===== src/hw/rtl/srle_pkg.sv =====
`default_nettype none

package srle_pkg;

    // Segment kind that announces a run of literal pixel bytes.
    localparam logic [7:0] LITERAL_KIND = 8'hFF;

    // Configuration register indexes.
    localparam int         REG_INDEX_W      = 1;
    localparam int         CFG_DATA_W       = 13;
    localparam logic [0:0] REG_IMAGE_WIDTH  = 1'b0;
    localparam logic [0:0] REG_IMAGE_HEIGHT = 1'b1;

    // Depth of the command queue between the parser and the emitter.
    localparam int QUEUE_DEPTH = 2;

    typedef enum logic [1:0] {
        PH_KIND,
        PH_LEN,
        PH_LIT
    } phase_t;

    typedef struct packed {
        logic [7:0] data_byte;
        logic       image_start;
    } seg_item_t;

    typedef struct packed {
        logic [24:0] write_address;
        logic [7:0]  pixel_value;
        logic [8:0]  run_length;
        logic        row_done;
        logic        image_done;
        logic        row_overrun;
    } wr_item_t;

    // One parsed command: a restart marker and/or one write of a run.
    typedef struct packed {
        logic       restart;
        logic       write;
        logic [7:0] value;
        logic [8:0] len;
        logic       seg_end;
    } cmd_t;

endpackage

`default_nettype wire


===== src/hw/rtl/srle_front.sv =====
`default_nettype none

module srle_front (
    input  logic              clk,
    input  logic              rst_n,
    input  logic              seg_valid,
    output logic              seg_stall,
    input  srle_pkg::seg_item_t seg,
    input  logic              q_full,
    output logic              cmd_push,
    output srle_pkg::cmd_t    cmd
);
    import srle_pkg::*;

    phase_t     phase_reg, phase_next, phase_cur;
    logic [7:0] kind_reg, kind_next, kind_cur;
    logic [8:0] left_reg, left_next, left_cur, left_dec;
    logic       accept;

    assign seg_stall = q_full;
    assign accept    = seg_valid && !q_full;

    // A restart byte is parsed as though the state had just been cleared.
    assign phase_cur = seg.image_start ? PH_KIND : phase_reg;
    assign kind_cur  = seg.image_start ? 8'd0 : kind_reg;
    assign left_cur  = seg.image_start ? 9'd0 : left_reg;
    assign left_dec  = left_cur - 9'd1;

    always_comb
    begin
        phase_next = phase_reg;
        kind_next  = kind_reg;
        left_next  = left_reg;
        if (accept)
        begin
            phase_next = phase_cur;
            kind_next  = kind_cur;
            left_next  = left_cur;
            case (phase_cur)
                PH_KIND:
                begin
                    kind_next  = seg.data_byte;
                    phase_next = PH_LEN;
                end
                PH_LEN:
                begin
                    if (kind_cur == LITERAL_KIND)
                    begin
                        left_next  = {1'b0, seg.data_byte} + 9'd1;
                        phase_next = PH_LIT;
                    end
                    else
                    begin
                        phase_next = PH_KIND;
                    end
                end
                PH_LIT:
                begin
                    left_next  = left_dec;
                    phase_next = (left_dec == 9'd0) ? PH_KIND : PH_LIT;
                end
                default:
                begin
                    phase_next = PH_KIND;
                end
            endcase
        end
    end

    always_comb
    begin
        cmd.restart = seg.image_start;
        cmd.write   = 1'b0;
        cmd.value   = kind_cur;
        cmd.len     = {1'b0, seg.data_byte} + 9'd1;
        cmd.seg_end = 1'b1;
        case (phase_cur)
            PH_LEN:
            begin
                cmd.write = (kind_cur != LITERAL_KIND);
            end
            PH_LIT:
            begin
                cmd.write   = 1'b1;
                cmd.value   = seg.data_byte;
                cmd.len     = 9'd1;
                cmd.seg_end = (left_dec == 9'd0);
            end
            default:
            begin
                cmd.write = 1'b0;
            end
        endcase
        cmd_push = accept && (cmd.restart || cmd.write);
    end

    always_ff @(posedge clk or negedge rst_n)
    begin
        if (!rst_n)
        begin
            phase_reg <= PH_KIND;
            kind_reg  <= 8'd0;
            left_reg  <= 9'd0;
        end
        else
        begin
            phase_reg <= phase_next;
            kind_reg  <= kind_next;
            left_reg  <= left_next;
        end
    end

endmodule

`default_nettype wire


===== src/hw/rtl/srle_queue.sv =====
`default_nettype none

module srle_queue (
    input  logic           clk,
    input  logic           rst_n,
    input  logic           push,
    input  srle_pkg::cmd_t push_cmd,
    output logic           full,
    input  logic           pop,
    output logic           head_valid,
    output srle_pkg::cmd_t head_cmd
);
    import srle_pkg::*;

    localparam int PTR_W = $clog2(QUEUE_DEPTH);
    localparam int CNT_W = $clog2(QUEUE_DEPTH + 1);

    cmd_t             entries_reg [QUEUE_DEPTH];
    logic [PTR_W-1:0] wr_ptr_reg, wr_ptr_next;
    logic [PTR_W-1:0] rd_ptr_reg, rd_ptr_next;
    logic [CNT_W-1:0] count_reg, count_next;

    assign full       = (count_reg == CNT_W'(QUEUE_DEPTH));
    assign head_valid = (count_reg != '0);
    assign head_cmd   = entries_reg[rd_ptr_reg];

    // Depth is a power of two, so the pointers wrap on their own.
    always_comb
    begin
        wr_ptr_next = push ? wr_ptr_reg + PTR_W'(1) : wr_ptr_reg;
        rd_ptr_next = pop  ? rd_ptr_reg + PTR_W'(1) : rd_ptr_reg;
        count_next  = count_reg + CNT_W'(push) - CNT_W'(pop);
    end

    always_ff @(posedge clk or negedge rst_n)
    begin
        if (!rst_n)
        begin
            wr_ptr_reg <= '0;
            rd_ptr_reg <= '0;
            count_reg  <= '0;
        end
        else
        begin
            wr_ptr_reg <= wr_ptr_next;
            rd_ptr_reg <= rd_ptr_next;
            count_reg  <= count_next;
        end
    end

    always_ff @(posedge clk)
    begin
        if (push)
        begin
            entries_reg[wr_ptr_reg] <= push_cmd;
        end
    end

endmodule

`default_nettype wire


===== src/hw/rtl/srle_back.sv =====
`default_nettype none

module srle_back #(
    parameter int MAX_WIDTH  = 4096,
    parameter int MAX_HEIGHT = 4096
) (
    input  logic                clk,
    input  logic                rst_n,
    input  logic [12:0]         image_width,
    input  logic [12:0]         image_height,
    input  logic                cmd_valid,
    input  srle_pkg::cmd_t      cmd,
    output logic                cmd_pop,
    output logic                wr_valid,
    input  logic                wr_stall,
    output srle_pkg::wr_item_t  wr
);
    import srle_pkg::*;

    logic [13:0] column_reg, column_next, col_cur, col_sum;
    logic [12:0] row_reg, row_next, row_cur;
    logic [23:0] base_reg, base_next, base_cur;
    logic        done_reg, done_next, done_cur;
    logic        wr_valid_reg, wr_valid_next;
    wr_item_t    wr_reg, wr_next;

    logic [12:0] eff_w, eff_h;
    logic [13:0] width_ext, stride_sum, stride;
    logic        take, emit, row_end, last_row, overrun;

    always_comb
    begin
        if (int'(image_width) > MAX_WIDTH)
            eff_w = 13'(MAX_WIDTH);
        else
            eff_w = image_width;

        if (image_height == 13'd0)
            eff_h = 13'd1;
        else if (int'(image_height) > MAX_HEIGHT)
            eff_h = 13'(MAX_HEIGHT);
        else
            eff_h = image_height;
    end

    assign width_ext  = {1'b0, eff_w};
    assign stride_sum = width_ext + 14'd3;
    assign stride     = {stride_sum[13:2], 2'b00};

    assign take    = cmd_valid && (!wr_valid_reg || !wr_stall);
    assign cmd_pop = take;

    // A restart clears the row position before the command is applied.
    assign col_cur  = cmd.restart ? 14'd0 : column_reg;
    assign row_cur  = cmd.restart ? 13'd0 : row_reg;
    assign base_cur = cmd.restart ? 24'd0 : base_reg;
    assign done_cur = cmd.restart ? 1'b0  : done_reg;

    assign col_sum  = col_cur + 14'(cmd.len);
    assign overrun  = (col_sum > width_ext);
    assign row_end  = cmd.seg_end && (col_sum >= width_ext);
    assign last_row = ({1'b0, row_cur} + 14'd1) >= {1'b0, eff_h};
    assign emit     = cmd.write && !done_cur;

    always_comb
    begin
        column_next = column_reg;
        row_next    = row_reg;
        base_next   = base_reg;
        done_next   = done_reg;
        if (take)
        begin
            column_next = col_cur;
            row_next    = row_cur;
            base_next   = base_cur;
            done_next   = done_cur;
            if (emit)
            begin
                column_next = row_end ? 14'd0 : col_sum;
                if (row_end)
                begin
                    row_next  = row_cur + 13'd1;
                    base_next = base_cur + 24'(stride);
                    done_next = last_row;
                end
            end
        end
    end

    always_comb
    begin
        wr_next.write_address = 25'(base_cur) + 25'(col_cur);
        wr_next.pixel_value   = cmd.value;
        wr_next.run_length    = cmd.len;
        wr_next.row_done      = row_end;
        wr_next.image_done    = row_end && last_row;
        wr_next.row_overrun   = overrun;

        if (take && emit)
            wr_valid_next = 1'b1;
        else if (!wr_stall)
            wr_valid_next = 1'b0;
        else
            wr_valid_next = wr_valid_reg;
    end

    always_ff @(posedge clk or negedge rst_n)
    begin
        if (!rst_n)
        begin
            column_reg   <= 14'd0;
            row_reg      <= 13'd0;
            base_reg     <= 24'd0;
            done_reg     <= 1'b0;
            wr_valid_reg <= 1'b0;
        end
        else
        begin
            column_reg   <= column_next;
            row_reg      <= row_next;
            base_reg     <= base_next;
            done_reg     <= done_next;
            wr_valid_reg <= wr_valid_next;
        end
    end

    always_ff @(posedge clk)
    begin
        if (take && emit)
        begin
            wr_reg <= wr_next;
        end
    end

    assign wr_valid = wr_valid_reg;
    assign wr       = wr_reg;

endmodule

`default_nettype wire


===== src/hw/rtl/segment_rle_row_decoder.sv =====
// Path: a byte that completes a write is pushed into the command queue as it is
// accepted; the back registers its write beat once the output register is free.
// Throughput: one byte per cycle, sustained, while the write side keeps up; the
// emitter retires one queued command per cycle and sets that figure.
// Reset: rst_n is asynchronous and active low; it clears the parser, the queue and
// the row position, and sets image_width and image_height to one.
`default_nettype none

module segment_rle_row_decoder #(
    parameter int MAX_WIDTH  = 4096,
    parameter int MAX_HEIGHT = 4096
) (
    input  logic                                    clk,
    input  logic                                    rst_n,

    input  logic                                    seg_valid,
    output logic                                    seg_stall,
    input  srle_pkg::seg_item_t                     seg,

    output logic                                    wr_valid,
    input  logic                                    wr_stall,
    output srle_pkg::wr_item_t                      wr,

    input  logic                                    cfg_write_enable,
    input  logic [srle_pkg::REG_INDEX_W-1:0]        cfg_index,
    input  logic [srle_pkg::CFG_DATA_W-1:0]         cfg_write_data
);
    import srle_pkg::*;

    // The design is split in two halves joined by a short command queue.
    // The front parses the byte stream (kind byte, length byte, literal
    // bytes) and turns each byte into at most one command: a fill run, a
    // single literal pixel, or a restart marker when image_start is set.
    // The back keeps the row position (column, row index, row base address)
    // and turns commands into write beats held in an output register. The
    // queue lets the front keep taking bytes while a write beat is stalled.
    //
    // Once the last row has been written the back drops further writes
    // until a restart marker arrives; the front keeps parsing meanwhile,
    // which is harmless because a restart resets its state as well.

    logic [12:0] width_reg, width_next;
    logic [12:0] height_reg, height_next;

    logic q_full;
    logic cmd_push;
    cmd_t front_cmd;
    logic cmd_pop;
    logic head_valid;
    cmd_t head_cmd;

    // Configuration registers; an unknown index is ignored.
    always_comb
    begin
        width_next  = width_reg;
        height_next = height_reg;
        if (cfg_write_enable)
        begin
            case (cfg_index)
                REG_IMAGE_WIDTH:  width_next  = cfg_write_data;
                REG_IMAGE_HEIGHT: height_next = cfg_write_data;
                default:          width_next  = width_reg;
            endcase
        end
    end

    always_ff @(posedge clk or negedge rst_n)
    begin
        if (!rst_n)
        begin
            width_reg  <= 13'd1;
            height_reg <= 13'd1;
        end
        else
        begin
            width_reg  <= width_next;
            height_reg <= height_next;
        end
    end

    srle_front u_front (
        .clk       (clk),
        .rst_n     (rst_n),
        .seg_valid (seg_valid),
        .seg_stall (seg_stall),
        .seg       (seg),
        .q_full    (q_full),
        .cmd_push  (cmd_push),
        .cmd       (front_cmd)
    );

    srle_queue u_queue (
        .clk        (clk),
        .rst_n      (rst_n),
        .push       (cmd_push),
        .push_cmd   (front_cmd),
        .full       (q_full),
        .pop        (cmd_pop),
        .head_valid (head_valid),
        .head_cmd   (head_cmd)
    );

    srle_back #(
        .MAX_WIDTH  (MAX_WIDTH),
        .MAX_HEIGHT (MAX_HEIGHT)
    ) u_back (
        .clk          (clk),
        .rst_n        (rst_n),
        .image_width  (width_reg),
        .image_height (height_reg),
        .cmd_valid    (head_valid),
        .cmd          (head_cmd),
        .cmd_pop      (cmd_pop),
        .wr_valid     (wr_valid),
        .wr_stall     (wr_stall),
        .wr           (wr)
    );

endmodule

`default_nettype wire


===== config.mk =====
export PLATFORM = sky130hd
export DESIGN_NAME = segment_rle_row_decoder
export DESIGN_NICKNAME = d
export VERILOG_FILES = /design/src/hw/rtl/srle_pkg.sv /design/src/hw/rtl/srle_front.sv /design/src/hw/rtl/srle_queue.sv /design/src/hw/rtl/srle_back.sv /design/src/hw/rtl/segment_rle_row_decoder.sv
export SDC_FILE = /design/constraint.sdc
export NUM_CORES = 1
export LEC_CHECK = 0
export ABC_CLOCK_PERIOD_IN_PS = 6800
export BUFFER_PORTS_ARGS = -buffer_cell sky130_fd_sc_hd__buf_2
export CAP_MARGIN = 25
export CORE_ASPECT_RATIO = 0.8
export CORE_UTILIZATION = 50
export DETAILED_ROUTE_END_ITERATION = 8
export HOLD_SLACK_MARGIN = 0.08
export PLACE_DENSITY = 0.67
export SLEW_MARGIN = 20
export SYNTH_ARGS = -nofsm -noshare
export SYNTH_HDL_FRONTEND = slang
export SYNTH_SLANG_ARGS = --single-unit

===== constraint.sdc =====
create_clock -name clk -period 6.8 [get_ports clk]
set_input_delay 1.36 -clock clk [delete_from_list [all_inputs] [get_ports clk]]
set_output_delay 1.36 -clock clk [all_outputs]
set_load 0.05 [all_outputs]

After elaboration in Yosys (flattened, before gate mapping)
Memories as Yosys holds them, arrays and structs flattened. Index checks and enable logic that the tools add are counted.

Input port bits: 28. Word-level logic and storage cells: 93. Memories: 1. Register bits after elaboration: 147. Memory bits (writable): 40. Output and inout port bits: 47.

Reductions and logical operators: 19. Magnitude comparators: 5. Bitwise gates (word level): 1. Eq/ne operators: 6. Multiplexer cells: 30. Add/sub/neg operators: 12.

Memory list: u_queue.entries_reg (depth 2, bits a word 20, read ports 1, clocked after memory_dff 0, wr ports 1, RTL line srle_queue.sv:18) `cmd_t entries_reg [QUEUE_DEPTH];`.

Operator list (number): $mux W13 (6); $mux W24 (3); $mux W14 (3); $ge A14 B13 Y1 (2); $gt A13 B13 Y1 const B (2); $add A24 B14 Y25 (1); $add A24 B14 Y24 (1); $mux W18 (1); $mux W9 (2); $pmux W9 S2 (1); $mux W8 (2); $add A13 B1 Y14 const B (1); $add A13 B2 Y14 const B (1); $add A14 B9 Y14 (1); $gt A14 B13 Y1 (1); $add A13 B1 Y13 const B (1); $logic_not A13 Y1 (1); $add A8 B1 Y9 const B (1); $logic_not A9 Y1 (1); $sub A9 B1 Y9 const B (1); $eq A8 B8 Y1 const B (1); $ne A8 B8 Y1 const B (1); $logic_and A1 B1 Y1 (7); $mux W1 (7); other kinds (15) (24).

Depth between registers and ports, before layout
Depth after elaboration: 7. Mapped depth: 25. Depth with buffers taken out: 20.

By module
From an unflattened synthesis, not the netlist that was laid out.

Cell total of the unflattened synthesis: 1022. Area total of the unflattened synthesis: 11054.4 µm².

Modules (own cells, without submodules): srle_back (instances 1, area an instance 6831.6 µm², cells each 717, seq. area each 2677.6 µm²); srle_queue (instances 1, area an instance 1719.1 µm², cells each 77, seq. area each 1301.2 µm²); srle_front (instances 1, area an instance 1477.7 µm², cells each 172, seq. area each 475.5 µm²); segment_rle_row_decoder (instances 1, area an instance 1026.0 µm², cells each 56, seq. area each 653.1 µm²).

Worst setup path before layout
Ideal clock, no wire load.

Path kind: reg-to-reg. Start: register u_queue.rd_ptr_reg. End: register u_back.column_reg[10]. Setup time: 0.087 ns. Arrival: 4.685 ns. Required time: 6.713 ns. Path buffers: 3. Path slack: 2.029 ns. Period minus slack after synthesis: 4.771 ns. Stages on the path, launching flop included: 23. Cell sequence: dfrtp_1 -> buf_6 -> clkbuf_1 -> buf_1 -> mux2_2 -> ha_1 -> inv_1 -> fa_1 -> nor2b_1 -> o31a_1 -> o211ai_1 -> nand2_1 -> a41oi_1 -> nor2_1 -> xor2_1 -> ha_1 -> nand3_1 -> nor2_1 -> o21ai_0 -> nor2b_1 -> a21oi_4 -> or4_1 -> o211ai_1.

RTL lines: from (decl) (RTL line srle_queue.sv:20) `logic [PTR_W-1:0] rd_ptr_reg, rd_ptr_next;`; from (signal assigned) (RTL line srle_queue.sv:46) `rd_ptr_reg <= rd_ptr_next;`; to (signal assigned) (RTL line srle_back.sv:119) `column_reg <= column_next;`; to (decl) (RTL line srle_back.sv:20) `logic [13:0] column_reg, column_next, col_cur, col_sum;`.

Worst setup path after layout
Start: register u_queue.rd_ptr_reg. End: register u_back.base_reg[13].

Cells in the longest elaborated chain, start to end: 7. Elaborated cells between the ends (all ways): 12. Those cells by class: 2 x add/sub; 1 x order compare; 5 x mux; 3 x reduce/logical; 1 x memory.

RTL lines: $mem_v2 Z2 W20 *; $mux W14 (RTL line srle_back.sv:54) `assign col_cur = cmd.restart ? 14'd0 : column_reg;`; $add A14 B9 Y14 (RTL line srle_back.sv:59) `assign col_sum = col_cur + 14'(cmd.len);`; $ge A14 B13 Y1 (RTL line srle_back.sv:61) `assign row_end = cmd.seg_end && (col_sum >= width_ext);`; $logic_and A1 B1 Y1 (RTL line srle_back.sv:61); $mux W24 (RTL line srle_back.sv:80) `if (row_end)`; $mux W24 * (RTL line srle_back.sv:77) `if (emit)`; to (signal assigned) (RTL line srle_back.sv:121) `base_reg <= base_next;`; to (decl) (RTL line srle_back.sv:22) `logic [23:0] base_reg, base_next, base_cur;`.

Mark *: on every way between the ends. The rest lies on a longest branch, timed or not. A chain may end at the register's enable or synchronous reset.

==> impl_results.md <==
* Outcome: finished, final reports clean
* Post-synth EDFFs at 85
* Post-synth top area share at 0.2342
* Synthesized Nets at 1138
* Yosys warns at 0
* RSZ-0062 raised after global routing: no
* Post-synthesis sequential area ratio at 0.4685
* Vias per inst at 5.824
* Final period utilization at 0.7492
* Max-cap viol count at 0
* Die W at 167.1 um
* Post-synthesis register bit count at 187
* Crit path kind: reg2reg
* CTS Buffer Depth at 2
* Max-slew headroom at 0.3158
* Root buffer cell: clkbuf_16
* Port-buffer cells at 74
* Nets at 1210
* Netlist cell types at 78
* Final setup vio count at 0
* Core Region at 21050 um2
* Via count at 8095
* Dominant synthesized flop cell: dfrtp_1
* Worst hold path type: reg2reg
* Tot GR Track Use at 0.2360
* Logic pwr share at 0.434
* Worst-path clk slew at 0.07 ns
* Clock network fraction of total power at 0.204
* Largest net degree at the start of global routing at 68
* Worst Path Required at 7.18 ns
* CTS buffer count at 17
* Reg power frac at 0.362
* Synth Area per Inst at 10.52 um2
* Post-CTS Setup Inserts at 0
* Antenna violations before repair at 0
* Initial Util at 0.5178
* Io pins at 75
* CTS tree: built
* Detailed Routing Iterations Pass 1 at 5
* Post-route ant nets at 0
* Number of flip-flops under the largest register name at 45
* Max IR drop VDD at 0.0001790 V
* Critical path fanouts, max at 26
* H-Tree Depth at 4
* Int Pwr at 2664 uW
* Cts repair resizes at 0
* Congestion Overflow GR at 0
* Top cells by count, synth: nand2_1, dfrtp_1, edfxtp_1, nor2_1, ha_1
* Slew Limit Fails at 0
* Critical path arrival at 5.47 ns
* Cell accounting for the most synthesized area: edfxtp_1
* Vias in the first global route at 7544
* Final Skew at 0.01068 ns
* Tmin final at 5.095 ns
* Cell with the most instances after synthesis: nand2_1
* Layout cells sized above 1 at 0.1597
* Fmax at 0.1963 GHz
* Area Growth Syn to Fin at 11.02%
* CP Launch Type: flip-flop
* Clock latency on the worst-skew pair at 0.43 ns
* CP endpoint kind: flip-flop
* Area contributors post-synth: edfxtp_1, dfrtp_1, ha_1
* Total negative slack at 0 ns
* Cell Pwr Density at 382.5 nW/um2
* DR iter-0 viols at 674
* Cells after Synth at 1036
* Final hold vios at 0
* WL final at 25.29 mm
* Worst slew pin tran at 1.026 ns
* Die area at 22400 um2
* Sw Pwr at 1965 uW
* Area of the mapped netlist at 10900 um2
* Drt drc at 0
* WL/cell at 18.20 um
* # diodes at 0
* Die height at 134.1 um
* Clock sink count at 187
* P_leak at 0.005221 uW
* CTS Hold Bufs at 0
* Routability Congestion at 0.8773
* Switching Fraction at 0.4245
* First-pass GRT wire length at 40.85 mm
* Post-DP HPWL at 18.55 mm
* Tot Pwr at 4629 uW
* Row cnt at 47
* Asr flop ratio synth at 0.5455
power groups by stage:
stage / Clock (uW) / Sequential [uW] / Combinational [uW]
floorplan: 0 / 2070 / 1110
global placement: 0 / 1690 / 1950
detailed placement: 0 / 1690 / 1990
CTS: 960 / 1670 / 2010
global route: 1010 / 1700 / 2180
finish: 944 / 1670 / 2010
stage by stage:
step | hold WS (ns) | area [um2] | worst slack (ns) | cells | utilization
floorplan | 0.4419 | 10900 | 2.029 | 1036 | -
finish | 0.4713 | 12100 | 1.705 | 1390 | 0.5748
global placement | 0.4510 | 11530 | 1.959 | 1356 | 0.5477
CTS | 0.4745 | 12100 | 1.760 | 1390 | 0.5748
global route | 0.5026 | 12100 | 1.176 | 1390 | 0.5748
detailed placement | 0.4592 | 11560 | 1.785 | 1358 | 0.5490
area by class of cell:
class	instances	area, um2
Clock buffer	22	465.4
Clock inverter	10	78.83
Fill cell	1818	8951
Inverter	38	142.6
Multi-Input combinational cell	779	5503
Sequential cell	187	5107
Tap cell	269	336.6
Timing Repair Buffer	85	467.9
kinds of logic after synthesis:
| family | after synthesis | synth area share |
|---|---|---|
| adders and majority gates | 74 | 0.08701 |
| xor gates and xnor gates | 84 | 0.06887 |
| AOI/OAI and AO/OA | 207 | 0.1337 |
| other | 1 | 0.0003440 |
| and+or+nand+nor | 363 | 0.1625 |
| muxes | 50 | 0.05200 |
| DFF | 187 | 0.4685 |
| buffers and inverters | 70 | 0.02697 |
worst max-delay path, stage by stage (launching register included):
cell and delay (ns):
dfrtp_1 0.40, mux2i_4 0.67, and2_1 0.26, ha_1 0.18, inv_1 0.05, fa_1 0.40
nor2b_1 0.17, o31a_1 0.17, o211ai_1 0.11, nand2_1 0.10, a41oi_1 0.24, nor2_1 0.20
xor2_1 0.22, ha_1 0.28, a21oi_1 0.13, o21ai_0 0.15, nand2b_1 0.28, o21ai_2 0.42
buf_4 0.31, o2bb2ai_1 0.14, o21a_1 0.13
path summary, 6_finish.rpt:
| check | slack (ns) | start | cells after the start | endpoint |
|---|---|---|---|---|
| min reg2reg | 0.47 | u_front.phase_reg[0] | 1 | u_front.phase_reg[0] |
| max reg2reg | 1.71 | u_queue.rd_ptr_reg | 20 | u_back.base_reg[13] |
| min in group asynchronous | 0.87 | rst_n | 1 | u_front.left_reg[1] |
| max | 1.71 | u_queue.rd_ptr_reg | 20 | u_back.base_reg[13] |
| max in group asynchronous | 4.65 | rst_n | 2 | u_back.base_reg[8] |
| min | 0.47 | u_front.phase_reg[0] | 1 | u_front.phase_reg[0] |
routing by layer:
metal / vias up / global-route usage / wire, um
li1: 3907 / - / -
met1: 3924 / 0.3750 / 13360
met2: 247 / 0.3303 / 10250
met3: 17 / 0.04102 / 1455
met4: 0 / 0.05298 / 227
met5: - / 0 / 0
placed cells by master (no fill, tap or decap), types with 16 or more instances in the layout:
cell type / instances
inv_1: 36
a22o_1: 33
nand2_1: 113
and2_1: 31
o21ai_0: 43
xor2_1: 30
a21oi_1: 37
edfxtp_1: 85
dfrtp_1: 100
nor3_1: 16
ha_1: 71
mux2_2: 43
xnor2_1: 52
nand3_1: 39
clkbuf_16: 17
nor2_1: 76
buf_2: 73
Note: power is estimated with default switching activity, not from simulation.
